==> src/hw/rtl/i2cms_pkg.sv <==
// ----------------------------------------------------------------------------
// i2cms_pkg: shared types and constants for the I2C master bit sequencer
// Holds the beat formats, the classified operation codes and step limits.
// ----------------------------------------------------------------------------
package i2cms_pkg;

    localparam int BYTE_BITS = 8;

    // Raw command kinds as they arrive on the input channel.
    localparam logic [2:0] KIND_START = 3'd0;
    localparam logic [2:0] KIND_STOP  = 3'd1;
    localparam logic [2:0] KIND_WRITE = 3'd2;
    localparam logic [2:0] KIND_READ  = 3'd3;
    localparam logic [2:0] KIND_TICK  = 3'd4;

    // Step counter limits of each sequence.
    localparam int WR_BIT_STEPS_I = 3 * BYTE_BITS;
    localparam int WR_LAST_I      = WR_BIT_STEPS_I + 3;
    localparam int RD_BIT_LAST_I  = 2 * BYTE_BITS;
    localparam int RD_LAST_I      = 2 * BYTE_BITS + 5;
    localparam int STEP_W         = $clog2(WR_LAST_I + 1);

    localparam logic [STEP_W-1:0] STEP_ZERO    = STEP_W'(0);
    localparam logic [STEP_W-1:0] STEP_ONE     = STEP_W'(1);
    localparam logic [STEP_W-1:0] STEP_TWO     = STEP_W'(2);
    localparam logic [STEP_W-1:0] STEP_THREE   = STEP_W'(3);
    localparam logic [STEP_W-1:0] WR_BIT_STEPS = STEP_W'(WR_BIT_STEPS_I);
    localparam logic [STEP_W-1:0] WR_LAST      = STEP_W'(WR_LAST_I);
    localparam logic [STEP_W-1:0] RD_BIT_LAST  = STEP_W'(RD_BIT_LAST_I);
    localparam logic [STEP_W-1:0] RD_LAST      = STEP_W'(RD_LAST_I);

    typedef enum logic [2:0] {
        MODE_IDLE,
        MODE_START,
        MODE_STOP,
        MODE_WRITE,
        MODE_READ
    } mode_t;

    typedef enum logic [2:0] {
        OP_START,
        OP_STOP,
        OP_WRITE,
        OP_READ,
        OP_TICK,
        OP_NONE
    } op_t;

    typedef struct packed {
        logic [2:0]           kind;
        logic [BYTE_BITS-1:0] tx_byte;
        logic                 send_ack;
        logic                 sda_in;
    } in_item_t;

    typedef struct packed {
        logic                 scl_level;
        logic                 sda_level;
        logic                 sda_drive;
        logic                 busy_res;
        logic                 done_res;
        logic [BYTE_BITS-1:0] rx_byte;
        logic                 ack_seen;
        logic                 cmd_rejected;
    } out_item_t;

    // Classified entry carried from the front to the back through the queue.
    typedef struct packed {
        op_t                  op;
        logic [BYTE_BITS-1:0] tx_byte;
        logic                 send_ack;
        logic                 sda_in;
    } q_entry_t;

endpackage

==> src/hw/rtl/i2c_master_bit_sequencer_top.sv <==
// ----------------------------------------------------------------------------
// i2c_master_bit_sequencer_top: I2C master pin sequencer
// A result beat is registered when the back end pops its input beat from the queue.
// Throughput: one beat per cycle while the result register is not stalled by res_ready.
// The two-entry queue absorbs output stalls while input beats keep coming.
// Reset (rst_n, asynchronous): idle, SCL and SDA high, SDA driven, queue empty.
// ----------------------------------------------------------------------------
module i2c_master_bit_sequencer_top (
    input  logic                 clk,
    input  logic                 rst_n,
    input  logic                 cmd_valid,
    output logic                 cmd_ready,
    input  i2cms_pkg::in_item_t  cmd,
    output logic                 res_valid,
    input  logic                 res_ready,
    output i2cms_pkg::out_item_t res
);
    import i2cms_pkg::*;

    // The front end only decodes the kind of each beat; it has no storage,
    // so a beat is taken whenever the queue has a free slot.
    q_entry_t front_entry;
    q_entry_t q_data;
    logic     q_has_space;
    logic     q_has_data;
    logic     q_pop;

    assign cmd_ready = q_has_space;

    i2cms_front u_front (
        .cmd   (cmd),
        .entry (front_entry)
    );

    // The queue decouples acceptance from execution: the back end may be held
    // by a full result register while new beats are still taken in.
    i2cms_queue u_queue (
        .clk       (clk),
        .rst_n     (rst_n),
        .push      (cmd_valid && cmd_ready),
        .push_data (front_entry),
        .has_space (q_has_space),
        .pop       (q_pop),
        .has_data  (q_has_data),
        .pop_data  (q_data)
    );

    // The back end owns all sequencer state. Every queued beat, including a
    // rejected command or an idle tick, produces exactly one result beat.
    i2cms_back u_back (
        .clk        (clk),
        .rst_n      (rst_n),
        .q_has_data (q_has_data),
        .q_data     (q_data),
        .q_pop      (q_pop),
        .res_valid  (res_valid),
        .res_ready  (res_ready),
        .res        (res)
    );

endmodule

==> src/hw/rtl/i2cms_front.sv <==
// ----------------------------------------------------------------------------
// i2cms_front: input classifier
// Decodes the raw kind of each beat into an operation code for the back end.
// ----------------------------------------------------------------------------
module i2cms_front (
    input  i2cms_pkg::in_item_t cmd,
    output i2cms_pkg::q_entry_t entry
);
    import i2cms_pkg::*;

    always_comb
    begin
        entry.tx_byte  = cmd.tx_byte;
        entry.send_ack = cmd.send_ack;
        entry.sda_in   = cmd.sda_in;
        case (cmd.kind)
            KIND_START: entry.op = OP_START;
            KIND_STOP:  entry.op = OP_STOP;
            KIND_WRITE: entry.op = OP_WRITE;
            KIND_READ:  entry.op = OP_READ;
            KIND_TICK:  entry.op = OP_TICK;
            // Unused kinds pass through as no-operations that still answer.
            default:    entry.op = OP_NONE;
        endcase
    end

endmodule

==> src/hw/rtl/i2cms_queue.sv <==
// ----------------------------------------------------------------------------
// i2cms_queue: two-entry queue between front and back
// Lets the input side keep accepting while the back end is stalled.
// ----------------------------------------------------------------------------
module i2cms_queue (
    input  logic                clk,
    input  logic                rst_n,
    input  logic                push,
    input  i2cms_pkg::q_entry_t push_data,
    output logic                has_space,
    input  logic                pop,
    output logic                has_data,
    output i2cms_pkg::q_entry_t pop_data
);
    import i2cms_pkg::*;

    q_entry_t    slot_reg [2];
    logic        wr_ptr_reg;
    logic        wr_ptr_next;
    logic        rd_ptr_reg;
    logic        rd_ptr_next;
    logic [1:0]  count_reg;
    logic [1:0]  count_next;

    assign has_space = (count_reg != 2'd2);
    assign has_data  = (count_reg != 2'd0);
    assign pop_data  = slot_reg[rd_ptr_reg];

    always_comb
    begin
        wr_ptr_next = push ? ~wr_ptr_reg : wr_ptr_reg;
        rd_ptr_next = pop  ? ~rd_ptr_reg : rd_ptr_reg;
        count_next  = count_reg + 2'(push) - 2'(pop);
    end

    always_ff @(posedge clk or negedge rst_n)
    begin
        if (!rst_n)
        begin
            wr_ptr_reg <= 1'b0;
            rd_ptr_reg <= 1'b0;
            count_reg  <= 2'd0;
        end
        else
        begin
            wr_ptr_reg <= wr_ptr_next;
            rd_ptr_reg <= rd_ptr_next;
            count_reg  <= count_next;
        end
    end

    always_ff @(posedge clk)
    begin
        if (push)
        begin
            slot_reg[wr_ptr_reg] <= push_data;
        end
    end

endmodule

==> src/hw/rtl/i2cms_back.sv <==
// ----------------------------------------------------------------------------
// i2cms_back: pin sequencer and result register
// Carries out one queued operation a cycle while the result beat is not stalled, and holds the result beat.
// ----------------------------------------------------------------------------
module i2cms_back (
    input  logic                 clk,
    input  logic                 rst_n,
    input  logic                 q_has_data,
    input  i2cms_pkg::q_entry_t  q_data,
    output logic                 q_pop,
    output logic                 res_valid,
    input  logic                 res_ready,
    output i2cms_pkg::out_item_t res
);
    import i2cms_pkg::*;

    mode_t                mode_reg, mode_next;
    logic [STEP_W-1:0]    step_reg, step_next;
    logic [1:0]           phase_reg, phase_next;
    logic [BYTE_BITS-1:0] shift_reg, shift_next;
    logic [BYTE_BITS-1:0] rx_last_reg, rx_last_next;
    logic                 scl_reg, scl_next;
    logic                 sda_reg, sda_next;
    logic                 sda_oe_reg, sda_oe_next;
    logic                 ack_flag_reg, ack_flag_next;
    logic                 ack_to_send_reg, ack_to_send_next;
    logic                 res_valid_reg;
    out_item_t            res_reg;

    logic busy;
    logic is_cmd;
    logic load;
    logic tick_go;
    logic at_end;
    logic fin;

    assign q_pop   = q_has_data && (!res_valid_reg || res_ready);
    assign busy    = (mode_reg != MODE_IDLE);
    assign is_cmd  = (q_data.op inside {OP_START, OP_STOP, OP_WRITE, OP_READ});
    assign load    = q_pop && is_cmd && !busy;
    assign tick_go = q_pop && (q_data.op == OP_TICK) && busy;

    always_comb
    begin
        case (mode_reg)
            MODE_START, MODE_STOP: at_end = (step_reg == STEP_THREE);
            MODE_WRITE:            at_end = (step_reg == WR_LAST);
            MODE_READ:             at_end = (step_reg == RD_LAST);
            default:               at_end = 1'b0;
        endcase
        fin = tick_go && at_end;
    end

    // Next state: sequence mode, step counter and write bit phase.
    always_comb
    begin
        mode_next  = mode_reg;
        step_next  = step_reg;
        phase_next = phase_reg;
        if (load)
        begin
            step_next  = STEP_ZERO;
            phase_next = 2'd0;
            case (q_data.op)
                OP_START: mode_next = MODE_START;
                OP_STOP:  mode_next = MODE_STOP;
                OP_WRITE: mode_next = MODE_WRITE;
                default:  mode_next = MODE_READ;
            endcase
        end
        else if (tick_go)
        begin
            if (fin)
            begin
                mode_next = MODE_IDLE;
                step_next = STEP_ZERO;
            end
            else
            begin
                step_next = step_reg + STEP_ONE;
            end
            if ((mode_reg == MODE_WRITE) && (step_reg < WR_BIT_STEPS))
            begin
                phase_next = (phase_reg == 2'd2) ? 2'd0 : phase_reg + 2'd1;
            end
        end
    end

    // Pin levels and data registers.
    always_comb
    begin
        shift_next       = shift_reg;
        rx_last_next     = rx_last_reg;
        scl_next         = scl_reg;
        sda_next         = sda_reg;
        sda_oe_next      = sda_oe_reg;
        ack_flag_next    = ack_flag_reg;
        ack_to_send_next = ack_to_send_reg;
        if (load)
        begin
            if (q_data.op == OP_WRITE)
            begin
                shift_next = q_data.tx_byte;
            end
            else if (q_data.op == OP_READ)
            begin
                shift_next       = '0;
                ack_to_send_next = q_data.send_ack;
            end
        end
        else if (tick_go)
        begin
            case (mode_reg)
                MODE_START:
                begin
                    case (step_reg)
                        STEP_ZERO: scl_next = 1'b1;
                        STEP_ONE:  sda_next = 1'b1;
                        STEP_TWO:  sda_next = 1'b0;
                        default:   scl_next = 1'b0;
                    endcase
                end
                MODE_STOP:
                begin
                    case (step_reg)
                        STEP_ZERO: scl_next = 1'b0;
                        STEP_ONE:  sda_next = 1'b0;
                        STEP_TWO:  scl_next = 1'b1;
                        default:   sda_next = 1'b1;
                    endcase
                end
                MODE_WRITE:
                begin
                    if (step_reg < WR_BIT_STEPS)
                    begin
                        // The byte is shifted out from its top bit.
                        case (phase_reg)
                            2'd0:
                            begin
                                sda_next   = shift_reg[BYTE_BITS-1];
                                shift_next = {shift_reg[BYTE_BITS-2:0], 1'b0};
                            end
                            2'd1:    scl_next = 1'b1;
                            default: scl_next = 1'b0;
                        endcase
                    end
                    else if (step_reg == WR_BIT_STEPS)
                    begin
                        sda_oe_next = 1'b0;
                    end
                    else if (step_reg == WR_BIT_STEPS + STEP_ONE)
                    begin
                        scl_next      = 1'b1;
                        ack_flag_next = !q_data.sda_in;
                    end
                    else if (step_reg == WR_BIT_STEPS + STEP_TWO)
                    begin
                        scl_next = 1'b0;
                    end
                    else
                    begin
                        sda_oe_next = 1'b1;
                    end
                end
                MODE_READ:
                begin
                    if (step_reg == STEP_ZERO)
                    begin
                        sda_oe_next = 1'b0;
                    end
                    else if (step_reg <= RD_BIT_LAST)
                    begin
                        if (step_reg[0])
                        begin
                            scl_next   = 1'b1;
                            shift_next = {shift_reg[BYTE_BITS-2:0], q_data.sda_in};
                        end
                        else
                        begin
                            scl_next = 1'b0;
                        end
                    end
                    else if (step_reg == RD_BIT_LAST + STEP_ONE)
                    begin
                        sda_oe_next = 1'b1;
                    end
                    else if (step_reg == RD_BIT_LAST + STEP_TWO)
                    begin
                        sda_next = !ack_to_send_reg;
                    end
                    else if (step_reg == RD_BIT_LAST + STEP_THREE)
                    begin
                        scl_next = 1'b1;
                    end
                    else if (step_reg == RD_LAST - STEP_ONE)
                    begin
                        scl_next = 1'b0;
                    end
                    else
                    begin
                        sda_next     = 1'b1;
                        rx_last_next = shift_reg;
                    end
                end
                default:
                begin
                end
            endcase
        end
    end

    always_ff @(posedge clk or negedge rst_n)
    begin
        if (!rst_n)
        begin
            mode_reg        <= MODE_IDLE;
            step_reg        <= STEP_ZERO;
            phase_reg       <= 2'd0;
            shift_reg       <= '0;
            rx_last_reg     <= '0;
            scl_reg         <= 1'b1;
            sda_reg         <= 1'b1;
            sda_oe_reg      <= 1'b1;
            ack_flag_reg    <= 1'b0;
            ack_to_send_reg <= 1'b0;
            res_valid_reg   <= 1'b0;
        end
        else
        begin
            mode_reg        <= mode_next;
            step_reg        <= step_next;
            phase_reg       <= phase_next;
            shift_reg       <= shift_next;
            rx_last_reg     <= rx_last_next;
            scl_reg         <= scl_next;
            sda_reg         <= sda_next;
            sda_oe_reg      <= sda_oe_next;
            ack_flag_reg    <= ack_flag_next;
            ack_to_send_reg <= ack_to_send_next;
            if (q_pop)
            begin
                res_valid_reg <= 1'b1;
            end
            else if (res_ready)
            begin
                res_valid_reg <= 1'b0;
            end
        end
    end

    always_ff @(posedge clk)
    begin
        if (q_pop)
        begin
            res_reg.scl_level    <= scl_next;
            res_reg.sda_level    <= sda_next;
            res_reg.sda_drive    <= sda_oe_next;
            res_reg.busy_res     <= (mode_next != MODE_IDLE);
            res_reg.done_res     <= fin;
            res_reg.rx_byte      <= rx_last_next;
            res_reg.ack_seen     <= ack_flag_next;
            res_reg.cmd_rejected <= is_cmd && busy;
        end
    end

    assign res_valid = res_valid_reg;
    assign res       = res_reg;

endmodule

==> config.mk <==
export PLATFORM = sky130hd
export DESIGN_NAME = i2c_master_bit_sequencer_top
export DESIGN_NICKNAME = d
export VERILOG_FILES = /design/src/hw/rtl/i2cms_pkg.sv /design/src/hw/rtl/i2c_master_bit_sequencer_top.sv /design/src/hw/rtl/i2cms_front.sv /design/src/hw/rtl/i2cms_queue.sv /design/src/hw/rtl/i2cms_back.sv
export SDC_FILE = /design/constraint.sdc
export NUM_CORES = 1
export LEC_CHECK = 0
export BUFFER_PORTS_ARGS = -buffer_cell sky130_fd_sc_hd__buf_2
export CORE_ASPECT_RATIO = 0.8
export CORE_MARGIN = 2
export CORE_UTILIZATION = 41
export CTS_BUF_LIST = sky130_fd_sc_hd__clkbuf_8
export DETAILED_ROUTE_END_ITERATION = 7
export GPL_ROUTABILITY_DRIVEN = 0
export SYNTH_ARGS = -nofsm -noshare
export SYNTH_HDL_FRONTEND = slang
export SYNTH_SLANG_ARGS = --single-unit
==> constraint.sdc <==
create_clock -name clk -period 5.6 [get_ports clk]
set_clock_uncertainty 0.15 [all_clocks]
set_input_delay 0.28 -clock clk [delete_from_list [all_inputs] [get_ports clk]]
set_output_delay 0.28 -clock clk [all_outputs]
set_load 0.03 [all_outputs]
==> out/summary.md, run 1 <==
Summed over all failing endpoints, the final setup total negative slack is 0 ns. Detailed placement ended at an HPWL of 5.11 mm. The post-CTS setup-driven buffer insertion count was 0; the maximum number of pins on one net before global-route repair was 37. For this run, the post-layout net count is 363. In this run the clock root is driven by a sky130_fd_sc_hd__clkbuf_8. The floorplan core area came out at 8560 µm².

Data arrival time at the worst-slack endpoint: 3.04 ns. Number of buffer and inverter instances along the worst setup path: 0. Setup violations remaining at the end of the flow were counted as 0. The run gives 1.70 nW as the leakage dissipation. The clock passes through at most 2 buffers.

The number of CTS-inserted buffers was 9; the register area was 2140 µm². The count of boundary I/O pins was 34. The type of the worst setup path was reg2reg.

In the final layout, the share of cells above drive strength 1 is 22.6%. The footprint of the multi-input gates came out at 1390 µm². From synthesis to final layout, the design area changed by 15.6%. After clock tree synthesis, the clock-pin slew on the worst setup and hold paths is 0.08 ns.

Dividing total power by cell area gives a power density of 482 nW/µm². In this run the worst path has a maximum fanout of 19. The count of different cell masters after synthesis is 59, and the async set-or-reset flop fraction in the synthesized netlist is 46.8%. The delay of the slowest critical-path stage is 0.91 ns. The final-layout worst hold slack is 0.0415 ns.

The critical path goes through and4bb_2 -> nor2_2 -> nor3_1 -> and3_1 -> mux2_2. Among cell families on the critical path, the largest total delay comes from simple AND/OR/NAND/NOR gates. VDD sags by at most 0.238 mV. For this block, the routed nets add up to 7.46 mm of wire. The max-slew violation count was 0. In this run the tightest slew margin relative to its limit is 29.0%. After the first detailed-routing iteration, the DRC count stood at 153. The total of flip-flops plus latches after synthesis is 77, and the flip-flop count of the largest register, all copies and words added is 26.

Using the TritonRoute via totals, the vias-per-cell ratio works out to 5.46. The die covers 9650 µm². The synthesized design contains 41 enable-type register cells. Initial antenna violation count: 0.

The number of placed instances with taps included was 429. Across the run, the number of max-cap violations was 0. After synthesis, flip-flops and latches occupy 58.7% of the total area. The tools report the kind of capture point of the worst setup path as a register. STA classifies the critical path startpoint as a register. After filler insertion, the fill cell instance count of the layout stands at 773. During synthesis, Yosys emitted a total of 0 warnings. The post-route non-filler standard cell count came out at 457.

The count of port buffers added during placement was 33; the first-pass iteration count of the detailed router was 4. In this run the remaining antenna-violating nets after routing total 0. The worst path uses 55.1% of the clock period. At the worst endpoint, the required time is 5.55 ns. The tools report the residual overflow from global routing as 0. The floorplan has 30 rows.

The die is 88.3 µm tall. Global routing used 16.7% of the available tracks across all layers. Once the floorplan was initialized, standard cells occupied 42.5% of the core. The average cell area after synthesis is 12.2 µm², and the total inserted antenna cells is 0. The run finished with clean final reports. In the final routed layout, each cell accounts on average for 16.3 µm. The first global-routing pass estimated 12.1 mm of wire. Main flop type after synthesis: sky130_fd_sc_hd__edfxtp_1. The tightest min-delay check is of the in2reg type.

The number of global-route vias before repair is 2365, and the number of H-tree branching levels is 3. The count of vias placed by the detailed router was 2494. For the maximum clock frequency, the log shows 0.324 GHz.

The total count of hold-check failures in the final report was 0. TritonCTS built the clock tree. The tools report the detailed-route DRC error count as 0.

The library cell contributing the largest single delay on the critical path was sky130_fd_sc_hd__dfrtp_1. The mapped netlist covers 3640 µm². Setup repair after global routing left no endpoint under its margin. The clock sink count is 77, and the clock network latency to the later pin of the worst-skew pair is 0.35 ns.

For the pin with the worst max-slew slack, the measured transition is 1.06 ns. The total nets after synthesis was 322. Synthesis produced 299 cells. For the finished layout, the period the worst path requires is 3.08 ns. The horizontal die dimension was 109 µm.
[layout make-up]
type                       instances  area share (%)
tap                              112            3.33
sequential                        77            50.8
inverter                          11           0.982
timing repair buffer              45            6.78
clock buffer                       9            2.94
multi-input combinational        196            33.0
clock inverter                     7            2.17
[final timing paths]
kind / startpoint / end / slack [ns] / depth (start not counted)
min in group asynchronous: rst_n / u_back.step_reg[0]$_DFFE_PN0P_ / 0.41 / 2
worst min register to register: u_back.rx_last_reg[2]$_DFF_PN0_ / u_back.rx_last_reg[2]$_DFF_PN0_ / 0.36 / 1
max in group asynchronous: rst_n / u_back.rx_last_reg[1]$_DFF_PN0_ / 4.35 / 2
worst max register to register: u_queue.rd_ptr_reg$_DFFE_PN0P_ / u_back.res[9]$_DFFE_PP_ / 2.52 / 5
worst max-delay path: u_queue.rd_ptr_reg$_DFFE_PN0P_ / u_back.res[9]$_DFFE_PP_ / 2.52 / 5
worst min-delay path: cmd[10] / u_queue.slot_reg[0][10]$_DFFE_PP_ / 0.04 / 2
[placed cells by master, fill, tap and decap left out, types with 3 or more instances in the layout]
| master | synthesis | routed |
|---|---|---|
| sky130_fd_sc_hd__edfxtp_1 | 41 | 41 |
| sky130_fd_sc_hd__buf_2 | 7 | 33 |
| sky130_fd_sc_hd__dfrtp_1 | 33 | 33 |
| sky130_fd_sc_hd__nand2_1 | 27 | 27 |
| sky130_fd_sc_hd__o21ai_0 | 24 | 24 |
| sky130_fd_sc_hd__mux2_2 | 17 | 17 |
| sky130_fd_sc_hd__nor2_1 | 13 | 13 |
| sky130_fd_sc_hd__mux2i_1 | 13 | 13 |
| sky130_fd_sc_hd__dlygate4sd3_1 | 0 | 12 |
| sky130_fd_sc_hd__inv_1 | 11 | 11 |
| sky130_fd_sc_hd__clkbuf_8 | 0 | 9 |
| sky130_fd_sc_hd__nor3_1 | 7 | 7 |
| sky130_fd_sc_hd__or3_1 | 6 | 6 |
| sky130_fd_sc_hd__ha_1 | 6 | 6 |
| sky130_fd_sc_hd__and3_1 | 5 | 5 |
| sky130_fd_sc_hd__a21oi_1 | 5 | 5 |
| sky130_fd_sc_hd__xnor2_1 | 4 | 4 |
| sky130_fd_sc_hd__nand3_1 | 4 | 4 |
| sky130_fd_sc_hd__nand2b_1 | 3 | 3 |
| sky130_fd_sc_hd__xor2_1 | 3 | 3 |
| sky130_fd_sc_hd__o2111ai_1 | 3 | 3 |
| sky130_fd_sc_hd__a2bb2oi_1 | 3 | 3 |
| sky130_fd_sc_hd__o31ai_1 | 3 | 3 |
| sky130_fd_sc_hd__dfstp_2 | 3 | 3 |
[where the power goes]
part	switching [mW]	internal, mW
sequential	0.152	0.766
clock	0.224	0.216
combinational	0.412	0.256
total	0.788	1.24
[routing by layer]
layer  vias up  part of all wire [%]  GRT usage [%]
met3         8                   5.4           3.98
met5         -                     0              0
met2        76                    45           24.6
met4         0                  0.85           4.83
met1      1210                    48           24.7
li1       1200                     -              -
[worst register-to-register path: stages, from the launching register on]
cell                       delay, ns
sky130_fd_sc_hd__dfrtp_1        0.91
sky130_fd_sc_hd__and4bb_2       0.36
sky130_fd_sc_hd__nor2_2         0.07
sky130_fd_sc_hd__nor3_1         0.45
sky130_fd_sc_hd__and3_1         0.50
sky130_fd_sc_hd__mux2_2         0.40
[through the flow]
stage | utilization, % | power (mW) | instance area [µm²] | worst slack, ns
5_1_grt | 49.2 | 2.16 | 4210 | 2.24
3_5_place_dp | 45.2 | 1.59 | 3870 | 2.48
4_1_cts | 49.2 | 2.04 | 4210 | 2.46
6_report | 49.2 | 2.03 | 4210 | 2.52
3_3_place_gp | 45.2 | 1.58 | 3870 | 2.59
2_1_floorplan | - | 1.41 | 3640 | 3.12
[Yosys cell counts (3+ instances only)]
master | n | area, µm²
sky130_fd_sc_hd__o21ai_0 | 24 | 120
sky130_fd_sc_hd__nor2_1 | 13 | 48.8
sky130_fd_sc_hd__ha_1 | 6 | 75.1
sky130_fd_sc_hd__o31ai_1 | 3 | 22.5
sky130_fd_sc_hd__nor3_1 | 7 | 35.0
sky130_fd_sc_hd__or3_1 | 6 | 37.5
sky130_fd_sc_hd__mux2i_1 | 13 | 130
sky130_fd_sc_hd__buf_2 | 7 | 35.0
sky130_fd_sc_hd__a2bb2oi_1 | 3 | 26.3
sky130_fd_sc_hd__xor2_1 | 3 | 26.3
sky130_fd_sc_hd__mux2_2 | 17 | 191
sky130_fd_sc_hd__dfstp_2 | 3 | 78.8
sky130_fd_sc_hd__a21oi_1 | 5 | 25.0
sky130_fd_sc_hd__edfxtp_1 | 41 | 1230
sky130_fd_sc_hd__xnor2_1 | 4 | 35.0
sky130_fd_sc_hd__dfrtp_1 | 33 | 826
sky130_fd_sc_hd__nand2b_1 | 3 | 18.8
sky130_fd_sc_hd__clkbuf_1 | 6 | 22.5
sky130_fd_sc_hd__o2111ai_1 | 3 | 26.3
sky130_fd_sc_hd__and3_1 | 5 | 31.3
sky130_fd_sc_hd__nand2_1 | 27 | 101
sky130_fd_sc_hd__inv_1 | 11 | 41.3
sky130_fd_sc_hd__nand3_1 | 4 | 20.0
[what timing repair did]
| item | CTS | global route |
|---|---|---|
| endpoints found under the hold margin | 55 | 0 |
| resized for setup | 0 | 0 |
| hold buffers | 12 | 0 |
[cell families after synthesis]
| family | count (synthesis) | synth area share, % |
|---|---|---|
| fa+ha+maj | 6 | 2.06 |
| flops | 77 | 58.7 |
| xor+xnor | 7 | 1.69 |
| compound gates | 67 | 12.4 |
| simple gates | 86 | 13.1 |
| mux | 30 | 8.84 |
| buf+inv | 26 | 3.13 |
(Power assumes the default switching activity.)
==> run 2: changes to the inputs <==
- clock period: 5.6 -> 3 ns (I/O delays scaled with it)
==> out/summary.md, run 2 (same netlist as run 1, synthesis figures left out) <==
For the maximum number of pins on one net before global-route repair, the log shows 37 (unchanged). The site row count was 30 (unchanged); the starting density of the core was 42.5% (unchanged). The data arrival time at the worst-slack endpoint is 2.85 ns (was 3.04 ns). The type of the worst setup path is reg2reg (unchanged). The via count normalized by instance count came out at 5.23 (was 5.46).

The residual overflow from global routing is 0 (unchanged). The total negative slack for setup checks is 0 ns (unchanged), and the flip-flop count of the largest register, all copies and words added is 26 (unchanged). The run finished with clean final reports. The number of max-capacitance violations reported was 0 (unchanged). The cell area power density is 875 nW/µm² (was 482 nW/µm²).

The clock-pin slew on the worst setup and hold paths was 0.09 ns (was 0.08 ns). The critical path required time is 3.09 ns (was 5.55 ns), and the delay of the slowest critical-path stage is 0.55 ns (was 0.91 ns). The half-perimeter wire length of the detailed placement result was 5.07 mm (was 5.11 mm).

The tools report the startpoint of the worst register-to-register path as u_back.step_reg[1]$_DFFE_PN0P_ (was u_queue.rd_ptr_reg$_DFFE_PN0P_). The initial antenna violation count was 0 (unchanged); the count of port buffers added during placement was 33 (unchanged). The number of setup violations in the final report came out at 0 (unchanged).

Startpoint kind of the worst setup timing path: a register (unchanged). The logs give 0.362 GHz (was 0.324 GHz) for the maximum clock frequency and 77 (unchanged) for the clock sink count. First-pass iteration count of the detailed router: 5 (was 4).

The logs give 8560 µm² (unchanged) for the floorplan core area and 0 (unchanged) for the number of nets with antenna violations after routing. The number of placed instances with taps included was 435 (was 429). For the DRC violation total after the first TritonRoute iteration, the log shows 132 (was 153). The maximum fanout along the worst path was 10 (was 19). The total inserted antenna cells was 0 (unchanged); the average detailed-routed wire length per instance was 15.4 µm (was 16.3 µm). The run gives 43.9% (was 29.0%) as the relative slew slack. The transition time at the pin with the least slew margin is 0.842 ns (was 1.06 ns).

For the count of vias placed by the detailed router, the log shows 2446 (was 2494). The leading cell type in the layout, fill and taps excluded was sky130_fd_sc_hd__edfxtp_1 (unchanged). The cell depth of the worst flop-to-flop path was 6 (was 5).

The overall die height was 88.3 µm (unchanged). Leading cell types in the layout, fill and taps excluded: 41 x sky130_fd_sc_hd__edfxtp_1, 33 x sky130_fd_sc_hd__buf_2, 33 x sky130_fd_sc_hd__dfrtp_1, 27 x sky130_fd_sc_hd__nand2_1, 24 x sky130_fd_sc_hd__o21ai_0 (unchanged). The run gives 0 (unchanged) as the max-slew violation count.

Type of the tightest min-delay check: in2async (was in2reg). The global routing usage summed across all routing layers was 16.1% (was 16.7%). The slack of the worst reg-to-reg path came out at 0.24 ns (was 2.52 ns). The library cell contributing the largest single delay on the critical path is sky130_fd_sc_hd__or4b_1 (was sky130_fd_sc_hd__dfrtp_1). The layout overhead on the synthesized area came out at 17.7% (was 15.6%). The run gives 0 (unchanged) as the total count of hold-check failures in the final report. The root buffer selected by CTS was sky130_fd_sc_hd__clkbuf_8 (unchanged). The run gives 7.22 mm (was 7.46 mm) as the routed wire length. Setup repair after global routing left no endpoint under its margin.

The post-route non-filler standard cell count came out at 468 (was 457). The run gives 0.36 ns (was 0.35 ns) as the clock network latency to the later pin of the worst-skew pair. The portion of the clock cycle consumed by the worst path in the final layout is 92.1% (was 55.1%). Capturing point of the worst reg2reg path: u_back.shift_reg[6]$_DFFE_PN0P_ (was u_back.res[9]$_DFFE_PP_). For the number of CTS-inserted buffers, the log shows 9 (unchanged). TritonCTS built the clock tree. The run gives 2258 (was 2365) as the number of global-route vias before repair.

Peak supply drop: 0.410 mV (was 0.238 mV). Horizontal die dimension: 109 µm (unchanged). The tools report the count of boundary I/O pins as 34 (unchanged). The leakage dissipation is 1.75 nW (was 1.70 nW), and the time the worst path needs with I/O delays and setup is 2.76 ns (was 3.08 ns).

Cells along the critical path: inv_1 -> ha_1 -> or4b_1 -> a31oi_1 -> or3_1 -> mux2_2 (was and4bb_2 -> nor2_2 -> nor3_1 -> and3_1 -> mux2_2). The detailed-route DRC error count came out at 0 (unchanged). Number of H-tree branching levels: 3 (unchanged). The number of filler instances in the final layout is 764 (was 773).

The global-route wire length before repair is 11.6 mm (was 12.1 mm), and the fraction of final layout cells with drive strength greater than 1 is 23.6% (was 22.6%). The run gives 374 (was 363) as the final net count. The logs give 2 (unchanged) for the maximum number of buffers from clock root to sink and 0 (unchanged) for the post-CTS setup-driven buffer insertion count. The full die area was 9650 µm² (unchanged).

The kind of capture point of the worst setup path was a register (unchanged).
==> run 2: layer usage <==
metal | vias to the layer above | track usage (%) | part of all wire (%)
met2 | 49 | 23.5 | 43
met3 | 12 | 4.05 | 3.7
met5 | - | 0 | 0
met4 | 0 | 5.41 | 1.7
li1 | 1229 | - | -
met1 | 1156 | 23.5 | 51
==> run 2: area by class of cell <==
cell class | count | area (µm²) | area share (%)
tap | 112 | 140 | 3.27
timing repair buffer | 56 | 380 | 8.88
multi-input combinational | 196 | 1390 | 32.4
clock inverter | 7 | 71.3 | 1.67
clock buffer | 9 | 124 | 2.89
inverter | 11 | 41.3 | 0.964
sequential | 77 | 2140 | 49.9
==> run 2: how the worst max path moves through the flow <==
stage | slack, ns | start | end
floorplan | 0.52 | u_back.step_reg[0]$_DFFE_PN0P_ | u_back.res[14]$_DFFE_PP_
global placement | 0.37 | u_back.step_reg[1]$_DFFE_PN0P_ | u_back.shift_reg[5]$_DFFE_PN0P_
detailed placement | 0.32 | u_back.step_reg[1]$_DFFE_PN0P_ | u_back.shift_reg[2]$_DFFE_PN0P_
CTS | 0.28 | u_back.step_reg[1]$_DFFE_PN0P_ | u_back.shift_reg[2]$_DFFE_PN0P_
global route | 0.13 | u_back.step_reg[1]$_DFFE_PN0P_ | u_back.shift_reg[2]$_DFFE_PN0P_
finish | 0.24 | u_back.step_reg[1]$_DFFE_PN0P_ | u_back.shift_reg[6]$_DFFE_PN0P_
==> run 2: worst max-delay path, delay by kind of cell, from the launching register on <==
family | cells | cell delay, ns
adders and majority gates | 1 | 0.38
muxes | 1 | 0.38
AOI/OAI and AO/OA | 1 | 0.25
DFF | 1 | 0.43
and+or+nand+nor | 2 | 0.92
buffers and inverters | 1 | 0.13
==> run 2: repair_timing <==
action,CTS,global route
setup endpoints to repair,0,0
gates resized for setup,0,0
endpoints found under the hold margin,61,0
hold buffers,17,0
==> run 2: per-stage QoR <==
| stage | hold WS [ns] | power [mW] | instance area [µm²] | utilization (%) | setup slack (ns) |
|---|---|---|---|---|---|
| CTS | 0.309 | 3.77 | 4280 | 50.0 | 0.279 |
| global route | 0.348 | 3.98 | 4280 | 50.0 | 0.132 |
| global placement | 0.160 | 2.97 | 3920 | 45.8 | 0.372 |
| finish | 0.270 | 3.75 | 4280 | 50.0 | 0.236 |
| floorplan | -0.296 | 2.63 | 3640 | - | 0.517 |
| detailed placement | 0.159 | 2.98 | 3920 | 45.8 | 0.321 |
==> run 2: power breakdown <==
part / internal [mW] / switching [mW] / total, mW
Sequential: 1.43 / 0.218 / 1.65
Clock: 0.326 / 0.439 / 0.766
Combinational: 0.514 / 0.821 / 1.34
